==> src/csfw_pkg.sv <==
// ---------------------------------------------------------------------------
// csfw_pkg: shared types and codes for the counting semaphore
// Request/response structs, outcome codes and register indexes.
// ---------------------------------------------------------------------------
package csfw_pkg;

  localparam int unsigned QueueDepthDef = 8;

  localparam int unsigned CountW = 8;
  localparam int unsigned TaskW  = 4;
  localparam int unsigned CfgIdxW = 2;

  // opcodes
  localparam logic OP_WAIT   = 1'b0;
  localparam logic OP_SIGNAL = 1'b1;

  // outcome codes
  localparam logic [2:0] OUT_GRANTED    = 3'd0;
  localparam logic [2:0] OUT_BLOCKED    = 3'd1;
  localparam logic [2:0] OUT_QUEUE_FULL = 3'd2;
  localparam logic [2:0] OUT_WOKE       = 3'd3;
  localparam logic [2:0] OUT_RAISED     = 3'd4;
  localparam logic [2:0] OUT_COUNT_FULL = 3'd5;

  // register indexes
  localparam logic [CfgIdxW-1:0] REG_INITIAL_COUNT = 2'd0;
  localparam logic [CfgIdxW-1:0] REG_MAX_COUNT     = 2'd1;

  localparam logic [CountW-1:0] INITIAL_COUNT_RST = 8'd0;
  localparam logic [CountW-1:0] MAX_COUNT_RST     = 8'd1;

  typedef struct packed {
    logic             opcode;
    logic [TaskW-1:0] task_id;
  } req_t;

  typedef struct packed {
    logic             ok;
    logic [2:0]       outcome;
    logic [TaskW-1:0] task_out;
    logic             reschedule;
  } rsp_t;

endpackage

==> src/counting_semaphore_fifo_wait.sv <==
// ---------------------------------------------------------------------------
// counting_semaphore_fifo_wait: counting semaphore with FIFO of waiters
// Wait takes a unit, queues the task or is refused; signal wakes the oldest
// waiter, raises the count or is refused. Waiter queue in a sync RAM.
// ---------------------------------------------------------------------------
//
//  channel | direction | handshake            | payload
//  --------+-----------+----------------------+---------------------------
//  in      | in        | in_valid / in_stall  | in_req  (opcode, task_id)
//  out     | out       | out_valid / out_stall| out_rsp (ok, outcome,
//          |           |                      |          task_out, resched)
//  cfg     | in        | cfg_valid / cfg_ready| cfg_index, cfg_wdata
//
// One request per cycle sustained while the output is not stalled; each
// request's response is registered in the decided stage (decide + RAM
// read), then in the output register. The waiter RAM read is registered.
// Reset (sync, active low) clears count to min(initial, max) = 0 and
// empties the queue; the RAM itself is not cleared.
// A stalled output holds; the request side stalls only while a decided
// request cannot move into the output register.
module counting_semaphore_fifo_wait #(
  parameter int unsigned QUEUE_DEPTH = csfw_pkg::QueueDepthDef
) (
  input  logic                              clk,
  input  logic                              rst_n,
  input  logic                              in_valid,
  output logic                              in_stall,
  input  csfw_pkg::req_t                    in_req,
  output logic                              out_valid,
  input  logic                              out_stall,
  output csfw_pkg::rsp_t                    out_rsp,
  input  logic                              cfg_valid,
  output logic                              cfg_ready,
  input  logic [csfw_pkg::CfgIdxW-1:0]      cfg_index,
  input  logic [csfw_pkg::CountW-1:0]       cfg_wdata
);
  import csfw_pkg::*;

  localparam int unsigned PtrW  = (QUEUE_DEPTH > 1) ? $clog2(QUEUE_DEPTH) : 1;
  localparam int unsigned WaitW = $clog2(QUEUE_DEPTH + 1);
  localparam logic [PtrW-1:0]  PtrLast = PtrW'(QUEUE_DEPTH - 1);
  localparam logic [WaitW-1:0] WaitFull = WaitW'(QUEUE_DEPTH);

  // config and control state
  logic [CountW-1:0] init_cnt_r, max_cnt_r, avail_r, avail_nxt;
  logic [PtrW-1:0]   head_r, head_nxt, tail_r, tail_nxt;
  logic [WaitW-1:0]  waiting_r, waiting_nxt;

  // waiter RAM
  logic [TaskW-1:0]  wait_mem [QUEUE_DEPTH];
  logic [TaskW-1:0]  mem_rd_r;
  logic              mem_we;

  // decided-request stage (waits for RAM read data)
  logic              pend_v_r;
  logic              pend_wake_r;
  rsp_t              pend_rsp_r;
  rsp_t              pend_out;
  rsp_t              dec_rsp;
  logic              dec_wake;

  // output register
  logic              out_v_r;
  rsp_t              out_rsp_r;

  logic in_acc, pend_move, cfg_wr;
  logic [CountW-1:0] init_new, max_new, reload;

  assign pend_move = pend_v_r & (~out_v_r | ~out_stall);
  assign in_stall  = pend_v_r & ~pend_move;
  assign in_acc    = in_valid & ~in_stall;
  assign cfg_ready = 1'b1;
  assign cfg_wr    = cfg_valid & cfg_ready &
                     ((cfg_index == REG_INITIAL_COUNT) || (cfg_index == REG_MAX_COUNT));

  assign out_valid = out_v_r;
  assign out_rsp   = out_rsp_r;

  // new register values and reload count
  always_comb begin
    init_new = init_cnt_r;
    max_new  = max_cnt_r;
    if (cfg_index == REG_INITIAL_COUNT) begin
      init_new = cfg_wdata;
    end else begin
      max_new = cfg_wdata;
    end
    reload = (init_new > max_new) ? max_new : init_new;
  end

  // decide the request from the control registers
  always_comb begin
    avail_nxt   = avail_r;
    head_nxt    = head_r;
    tail_nxt    = tail_r;
    waiting_nxt = waiting_r;
    mem_we      = 1'b0;
    dec_wake    = 1'b0;
    dec_rsp     = '0;
    if (in_req.opcode == OP_WAIT) begin
      if (avail_r != '0) begin
        avail_nxt       = avail_r - 1'b1;
        dec_rsp.ok      = 1'b1;
        dec_rsp.outcome = OUT_GRANTED;
      end else if (waiting_r >= WaitFull) begin
        dec_rsp.outcome = OUT_QUEUE_FULL;
      end else begin
        mem_we             = in_acc;
        tail_nxt           = (tail_r == PtrLast) ? '0 : tail_r + 1'b1;
        waiting_nxt        = waiting_r + 1'b1;
        dec_rsp.ok         = 1'b1;
        dec_rsp.outcome    = OUT_BLOCKED;
        dec_rsp.task_out   = in_req.task_id;
        dec_rsp.reschedule = 1'b1;
      end
    end else begin
      if (waiting_r != '0) begin
        // task_out filled from the RAM read next cycle
        dec_wake           = 1'b1;
        head_nxt           = (head_r == PtrLast) ? '0 : head_r + 1'b1;
        waiting_nxt        = waiting_r - 1'b1;
        dec_rsp.ok         = 1'b1;
        dec_rsp.outcome    = OUT_WOKE;
        dec_rsp.reschedule = 1'b1;
      end else if (avail_r < max_cnt_r) begin
        avail_nxt       = avail_r + 1'b1;
        dec_rsp.ok      = 1'b1;
        dec_rsp.outcome = OUT_RAISED;
      end else begin
        dec_rsp.outcome = OUT_COUNT_FULL;
      end
    end
  end

  // control registers
  always_ff @(posedge clk) begin
    if (!rst_n) begin
      init_cnt_r <= INITIAL_COUNT_RST;
      max_cnt_r  <= MAX_COUNT_RST;
      avail_r    <= '0;
      head_r     <= '0;
      tail_r     <= '0;
      waiting_r  <= '0;
    end else if (cfg_wr) begin
      init_cnt_r <= init_new;
      max_cnt_r  <= max_new;
      avail_r    <= reload;
      head_r     <= '0;
      tail_r     <= '0;
      waiting_r  <= '0;
    end else if (in_acc) begin
      avail_r   <= avail_nxt;
      head_r    <= head_nxt;
      tail_r    <= tail_nxt;
      waiting_r <= waiting_nxt;
    end
  end

  // waiter RAM: write at tail, read at head (a wake never meets a same-cycle
  // write to its entry, so no bypass is needed)
  always_ff @(posedge clk) begin
    if (mem_we) begin
      wait_mem[tail_r] <= in_req.task_id;
    end
  end

  always_ff @(posedge clk) begin
    if (in_acc) begin
      mem_rd_r <= wait_mem[head_r];
    end
  end

  // decided stage
  always_ff @(posedge clk) begin
    if (!rst_n) begin
      pend_v_r <= 1'b0;
    end else if (in_acc) begin
      pend_v_r <= 1'b1;
    end else if (pend_move) begin
      pend_v_r <= 1'b0;
    end
  end

  always_ff @(posedge clk) begin
    if (in_acc) begin
      pend_rsp_r  <= dec_rsp;
      pend_wake_r <= dec_wake;
    end
  end

  // merge the woken task from the RAM read
  always_comb begin
    pend_out = pend_rsp_r;
    if (pend_wake_r) begin
      pend_out.task_out = mem_rd_r;
    end
  end

  // output register
  always_ff @(posedge clk) begin
    if (!rst_n) begin
      out_v_r <= 1'b0;
    end else if (pend_move) begin
      out_v_r <= 1'b1;
    end else if (~out_stall) begin
      out_v_r <= 1'b0;
    end
  end

  always_ff @(posedge clk) begin
    if (pend_move) begin
      out_rsp_r <= pend_out;
    end
  end

endmodule

==> config.mk <==
export PLATFORM = sky130hd
export DESIGN_NAME = counting_semaphore_fifo_wait
export DESIGN_NICKNAME = d
export VERILOG_FILES = /design/src/csfw_pkg.sv /design/src/counting_semaphore_fifo_wait.sv
export SDC_FILE = /design/constraint.sdc
export NUM_CORES = 1
export LEC_CHECK = 0
export BUFFER_PORTS_ARGS = -buffer_cell sky130_fd_sc_hd__buf_2
export CORE_ASPECT_RATIO = 1.1
export CORE_MARGIN = 5
export CORE_UTILIZATION = 55
export DETAILED_ROUTE_END_ITERATION = 12
export MAX_ROUTING_LAYER = met4
export PLACE_DENSITY = 0.74
export SETUP_SLACK_MARGIN = 0.15
export SLEW_MARGIN = 20
export SYNTH_ARGS = -nofsm -noshare
export SYNTH_HDL_FRONTEND = slang
export SYNTH_SLANG_ARGS = --single-unit
==> constraint.sdc <==
create_clock -name clk -period 5.3 [get_ports clk]
set_clock_uncertainty 0.15 [all_clocks]
set_input_delay 0.265 -clock clk [delete_from_list [all_inputs] [get_ports clk]]
set_output_delay 0.265 -clock clk [all_outputs]
set_load 0.01 [all_outputs]
# Yosys cells after proc, flatten, opt, wreduce, memory -nomap -nowiden
# Memories as Yosys holds them, arrays and structs flattened. A register that Yosys moved wholly into a read port is not among the register bits.
# Index checks and enable logic that the tools add are counted.
# word_totals
ff_bits	55
ram_bits	32
inputBits	20
mem_count	1
# classes
add_sub_neg	6
n_lt_le_gt_ge	3
n_eq_ne	9
mux	36
bitwise	13
n_reduce_logical	13
# memory_table
name	depth	width	read_ports	rd_clocked_by_memory_dff	wr	line	rtl
wait_mem	8	4	1	1	1	counting_semaphore_fifo_wait.sv:50	logic [TaskW-1:0] wait_mem [QUEUE_DEPTH];
# op_table
op	n
2-to-1 mux 8 bit	9
2-to-1 mux 4 bit	8
2-to-1 mux 1 bit	16
AND reduction 4 bit	3
adder 8 x 1 -> 8 bit (second input constant)	1
> comparator 8 bit	1
< comparator 8 bit	1
NOT 1 bit	8
nonzero test 8 bit	1
subtractor 8 x 1 -> 8 bit (second input constant)	1
adder 3 x 1 -> 3 bit (second input constant)	2
== test 3 bit (second input constant)	2
2-to-1 mux 3 bit	2
adder 4 x 1 -> 4 bit (second input constant)	1
bitwise AND 1 bit	4
>= comparator 4 bit (second input constant)	1
inequality test 2 x 1 -> 1 bit (second input constant)	2
inequality test 2 bit (second input constant)	2
nonzero test 2 bit	2
nonzero test 4 bit	1
subtractor 4 x 1 -> 4 bit (second input constant)	1
inequality test 3 x 1 -> 1 bit (second input constant)	1
inequality test 3 bit (second input constant)	1
AND reduction 3 bit	1
other kinds (8)	8

# Logic depth before layout (Yosys ltp)
# depth
word_depth	12
depth_mapped	12

# Worst setup path after synthesis
# Ideal clock, no wire load.
# synth_path
kind	input-to-reg
from	input cfg_index[1] (netlist bit)
to	register avail_r[7]
setup_time_ns	0.119
t_arrival_ns	2.742
required_time_ns	5.031
setup_slack_ns	2.289
path_stages	11
path_buffers	1
cell_sequence	nor2_2 -> buf_2 -> mux2i_1 -> inv_1 -> ha_1 -> nand4_1 -> nor2_1 -> a211oi_1 -> nor2_1 -> mux2i_1 -> o221a_1
# synth_between
elab_chain_len	5
# synth_lines
item	line	rtl
start, declared	counting_semaphore_fifo_wait.sv:34	input logic [csfw_pkg::CfgIdxW-1:0] cfg_index,
zero test 2 bit (*)	counting_semaphore_fifo_wait.sv:83	if (cfg_index == REG_INITIAL_COUNT) begin
2-to-1 mux 8 bit (*)	counting_semaphore_fifo_wait.sv:83	
named net init_new[7]	counting_semaphore_fifo_wait.sv:67	logic [CountW-1:0] init_new, max_new, reload;
> comparator 8 bit	counting_semaphore_fifo_wait.sv:88	reload = (init_new > max_new) ? max_new : init_new;
2-to-1 mux 8 bit (*)	counting_semaphore_fifo_wait.sv:88	
2-to-1 mux 8 bit (*)	counting_semaphore_fifo_wait.sv:144	end else if (cfg_wr) begin
end signal, assigned	counting_semaphore_fifo_wait.sv:147	avail_r <= reload;
end signal, assigned	counting_semaphore_fifo_wait.sv:152	avail_r <= avail_nxt;
end, declared	counting_semaphore_fifo_wait.sv:45	logic [CountW-1:0] init_cnt_r, max_cnt_r, avail_r, avail_nxt;
# Mark *: on every way through the listed nets, which the timed path passes. The rest lies on a longest branch.
# A chain may end at the register's enable or synchronous reset.

# Worst setup path in the final report
# layout_path
from	input cfg_index[1] (netlist bit)
to	register avail_r[7]
# layout_between
elab_chain_len	5
# layout_lines
item	line
zero test 2 bit	counting_semaphore_fifo_wait.sv:83
2-to-1 mux 8 bit	counting_semaphore_fifo_wait.sv:83
named net init_new[1]	counting_semaphore_fifo_wait.sv:67
> comparator 8 bit	counting_semaphore_fifo_wait.sv:88
2-to-1 mux 8 bit	counting_semaphore_fifo_wait.sv:88
2-to-1 mux 8 bit	counting_semaphore_fifo_wait.sv:144
# The timed path passes the listed nets, and every way through them passes these cells.

==> flow_metrics.env <==
export IMPL_hold_depth=3
export IMPL_worstSetupPathType="in -> reg"
export IMPL_design_area_sq_um=5030
export IMPL_drt_iter0_drc=147
export IMPL_io_pins=32
export IMPL_worst_setup_path_start_kind="input port"
export IMPL_die_h_um=107
export IMPL_cts_buffer_depth=2
export IMPL_period_minus_slack_ns=3.27
export IMPL_fin_tns_setup_ns=0
export IMPL_layout_setup_ws_ns=2.03
export IMPL_routed_wl_mm=8.18
export IMPL_synth_top_area_share_pct=35.5
export IMPL_outcome="finished clean"
export IMPL_synth_top_flop_cell="edfxtp_1"
export IMPL_dp_slack_ns=1.67
export IMPL_grt_antenna_before_repair=0
export IMPL_finalHoldViolCount=0
export IMPL_design_die_area_sq_um=10400
export IMPL_dieWidth_um=97.7
export IMPL_grt_max_degree=28
export IMPL_port_buffers=30
export IMPL_ant_nets=0
export IMPL_syn_inst=396
export IMPL_via_count=2995
export IMPL_placementRows=35
export IMPL_cts_buffers=9
export IMPL_syn_num_nets=445
export IMPL_hold_class="in -> reg"
export IMPL_fill_cells=725
export IMPL_endpoint_kind="flop"
export IMPL_tightest_slew_ns=0.994
export IMPL_drv_slew=0
export IMPL_first_global_vias=3006
export IMPL_placed_cells=522
export IMPL_cts_tree="yes"
export IMPL_required_ns=5.41
export IMPL_drt_wirelength_per_cell_um=15.2
export IMPL_leakage_nw=2.10
export IMPL_period_share_pct=61.6
export IMPL_grt_pass1_wl_mm=14.1
export IMPL_gp_congestion=0.853
export IMPL_diodes=0
export IMPL_cts_sinks=91
export IMPL_final_util_pct=60.4
export IMPL_yosys_register_bits=91
export IMPL_initial_core_util_pct=56.0
export IMPL_maxCapViolCount=0
export IMPL_ys_async_sr_fraction_pct=0
export IMPL_grt_usage_pct=17.2
export IMPL_place_hpwl_mm=6.05
export IMPL_yosys_area_top_type="edfxtp_1"
export IMPL_drive_gt1_share_pct=18.0
export IMPL_synth_seq_area_share_pct=50.9
export IMPL_setup_viol=0
export IMPL_grt_busiest_layer="met2"
export IMPL_rr_worst_depth=9
export IMPL_netlist_area_sq_um=4660
export IMPL_ctsRootBufferMaster="clkbuf_8"
export IMPL_rsz0062_at_grt="false"
export IMPL_arrival_ns=3.38
export IMPL_met1_usage_pct=22.1
export IMPL_gr_usage_met2_pct=27.8
export IMPL_nNetsFinal=472
export IMPL_drc=0
export IMPL_slew_headroom_pct=33.7
export IMPL_synth_enable_flop_cells=55
export IMPL_avgSynthCellArea_sq_um=11.8
export IMPL_dpl_instance_area_sq_um=4810
export IMPL_core_sq_um=8320
export IMPL_cts_setup_buffers=0
export IMPL_p_per_area_nw_per_um2=320
export IMPL_via_per_inst=5.56
export IMPL_dr_pass1_iters=4
export IMPL_htree_levels=3
export IMPL_ir_worst_vdd_v=0.000156
export IMPL_ys_types=55
export IMPL_clk_pin_slew_worst_paths_ns=0.10
export IMPL_critPathMaxFanout=16
export IMPL_clk_latency_ns=0.36
export IMPL_r2r_slack_ns=2.65
export IMPL_synth_warnings=0
export IMPL_met3_usage_pct=2.95
export IMPL_syn2layout_area_growth_pct=7.93
export IMPL_fmax_mhz=306
export IMPL_stdcell_count=539
export IMPL_overflow=0
export IMPL_synth_area_leaders="edfxtp_1 (35%), dfxtp_1 (15%), ha_1 (7.3%), mux2i_1 (5.6%), mux4_2 (3.9%)"
## cells in the final DEF, fill, tap and decap left out, types with 4 or more instances in the layout
cell,synthesis,final
nor3_1,12,12
o211a_1,8,8
ha_1,27,27
nand2_1,40,40
nand2b_1,4,4
inv_1,24,24
xor2_1,5,5
mux4_2,8,8
mux2i_1,26,26
nor2_1,18,18
mux2_2,8,8
o31ai_1,6,6
and2_1,4,4
nand3_1,5,5
dfxtp_1,36,36
o211ai_1,4,4
buf_2,2,30
edfxtp_1,55,55
a21oi_1,29,29
clkbuf_8,3,9
xnor2_1,7,7
and3_1,7,7
## cells in the mapped netlist (2+ instances only)
cell type and count:
edfxtp_1 55, nand2_1 40, dfxtp_1 36, a21oi_1 29, ha_1 27, mux2i_1 26
inv_1 24, nor2_1 18, nor3_1 12, mux2_2 8, mux4_2 8, o211a_1 8
and3_1 7, clkbuf_1 7, xnor2_1 7, o31ai_1 6, nand3_1 5, xor2_1 5
and2_1 4, nand2b_1 4, o211ai_1 4, clkbuf_8 3, nand2_2 3, nand4_1 3
nor2b_1 3, nor4_2 3, o21a_1 3, o21bai_1 3, a211oi_1 2, buf_2 2
buf_6 2, fa_1 2, nor2_2 2, nor4_1 2, o21ai_1 2, or3_1 2
## critical path, cell delays in order
cell	delay, ns
buf_2	0.11
nor2_2	0.77
mux2i_1	0.39
inv_1	0.08
ha_1	0.29
nor2b_1	0.13
o211ai_1	0.11
a211oi_1	0.65
nor2_1	0.16
mux2i_1	0.16
o221a_1	0.25
## cells by family after synthesis
family,after synthesis,share of synthesized area (%)
AO/OA/AOI/OAI,67,9.73
other,1,0.0805
adder cells (fa/ha/maj),29,8.11
XOR/XNOR,12,2.26
AND/OR/NAND/NOR,113,12.5
multiplexers,42,11.4
flip-flops,91,50.9
buffers and inverters,41,5.02
## layer usage
metal / vias up / wire length [um]
li1: 1498 / -
met1: 1419 / 3770
met2: 66 / 3950
met3: 12 / 331
met4: 0 / 127
met5: - / 0
## report_power, final
group	switching, mW	internal [mW]	total, mW
Combinational	0.179	0.141	0.321
Sequential	0.0331	0.799	0.832
Clock	0.271	0.186	0.458
Total	0.484	1.13	1.61
## path summary, 6_finish.rpt
| check | to | start |
|---|---|---|
| min | out_valid | out_stall |
| max reg2reg | avail_r[7] | init_cnt_r[1] |
| min reg2reg | out_rsp[7] | pend_out[7] |
| max | avail_r[7] | cfg_index[1] |
## layout make-up
cell class | instances | area [sq um] | share of cell area (%)
clock buffer | 9 | 124 | 2.46
clock inverter | 7 | 78.8 | 1.57
inverter | 25 | 93.8 | 1.87
multi-input combinational | 264 | 2050 | 40.8
sequential | 91 | 2370 | 47.2
tap | 111 | 139 | 2.76
timing repair buffer | 32 | 168 | 3.34
## what timing repair did
action | in CTS | in global routing
resized for setup | 0 | 0
endpoints found under the hold margin | 1 | 0
hold buffers | 1 | 0
## flip-flops by register name, summed over array words and instances, names as in the netlist, 3 cells and up
register and flops:
max_cnt_r 8, out_rsp 9, tail_r 3, avail_r 8
waiting_r 4, head_r 3, init_cnt_r 8, pend_out 5
wait_mem 32, mem_rd_r 4, pend_rsp_r 4
## per-stage QoR
stage                     hold slack, ns  power [mW]
after floorplan                    0.214        1.10
after global placement             0.250        1.15
after detailed placement           0.256        1.17
after CTS                         0.0349        1.63
after global routing              0.0407        1.70
final                             0.0470        1.61
No activity file was read; power rests on OpenSTA's default activity.
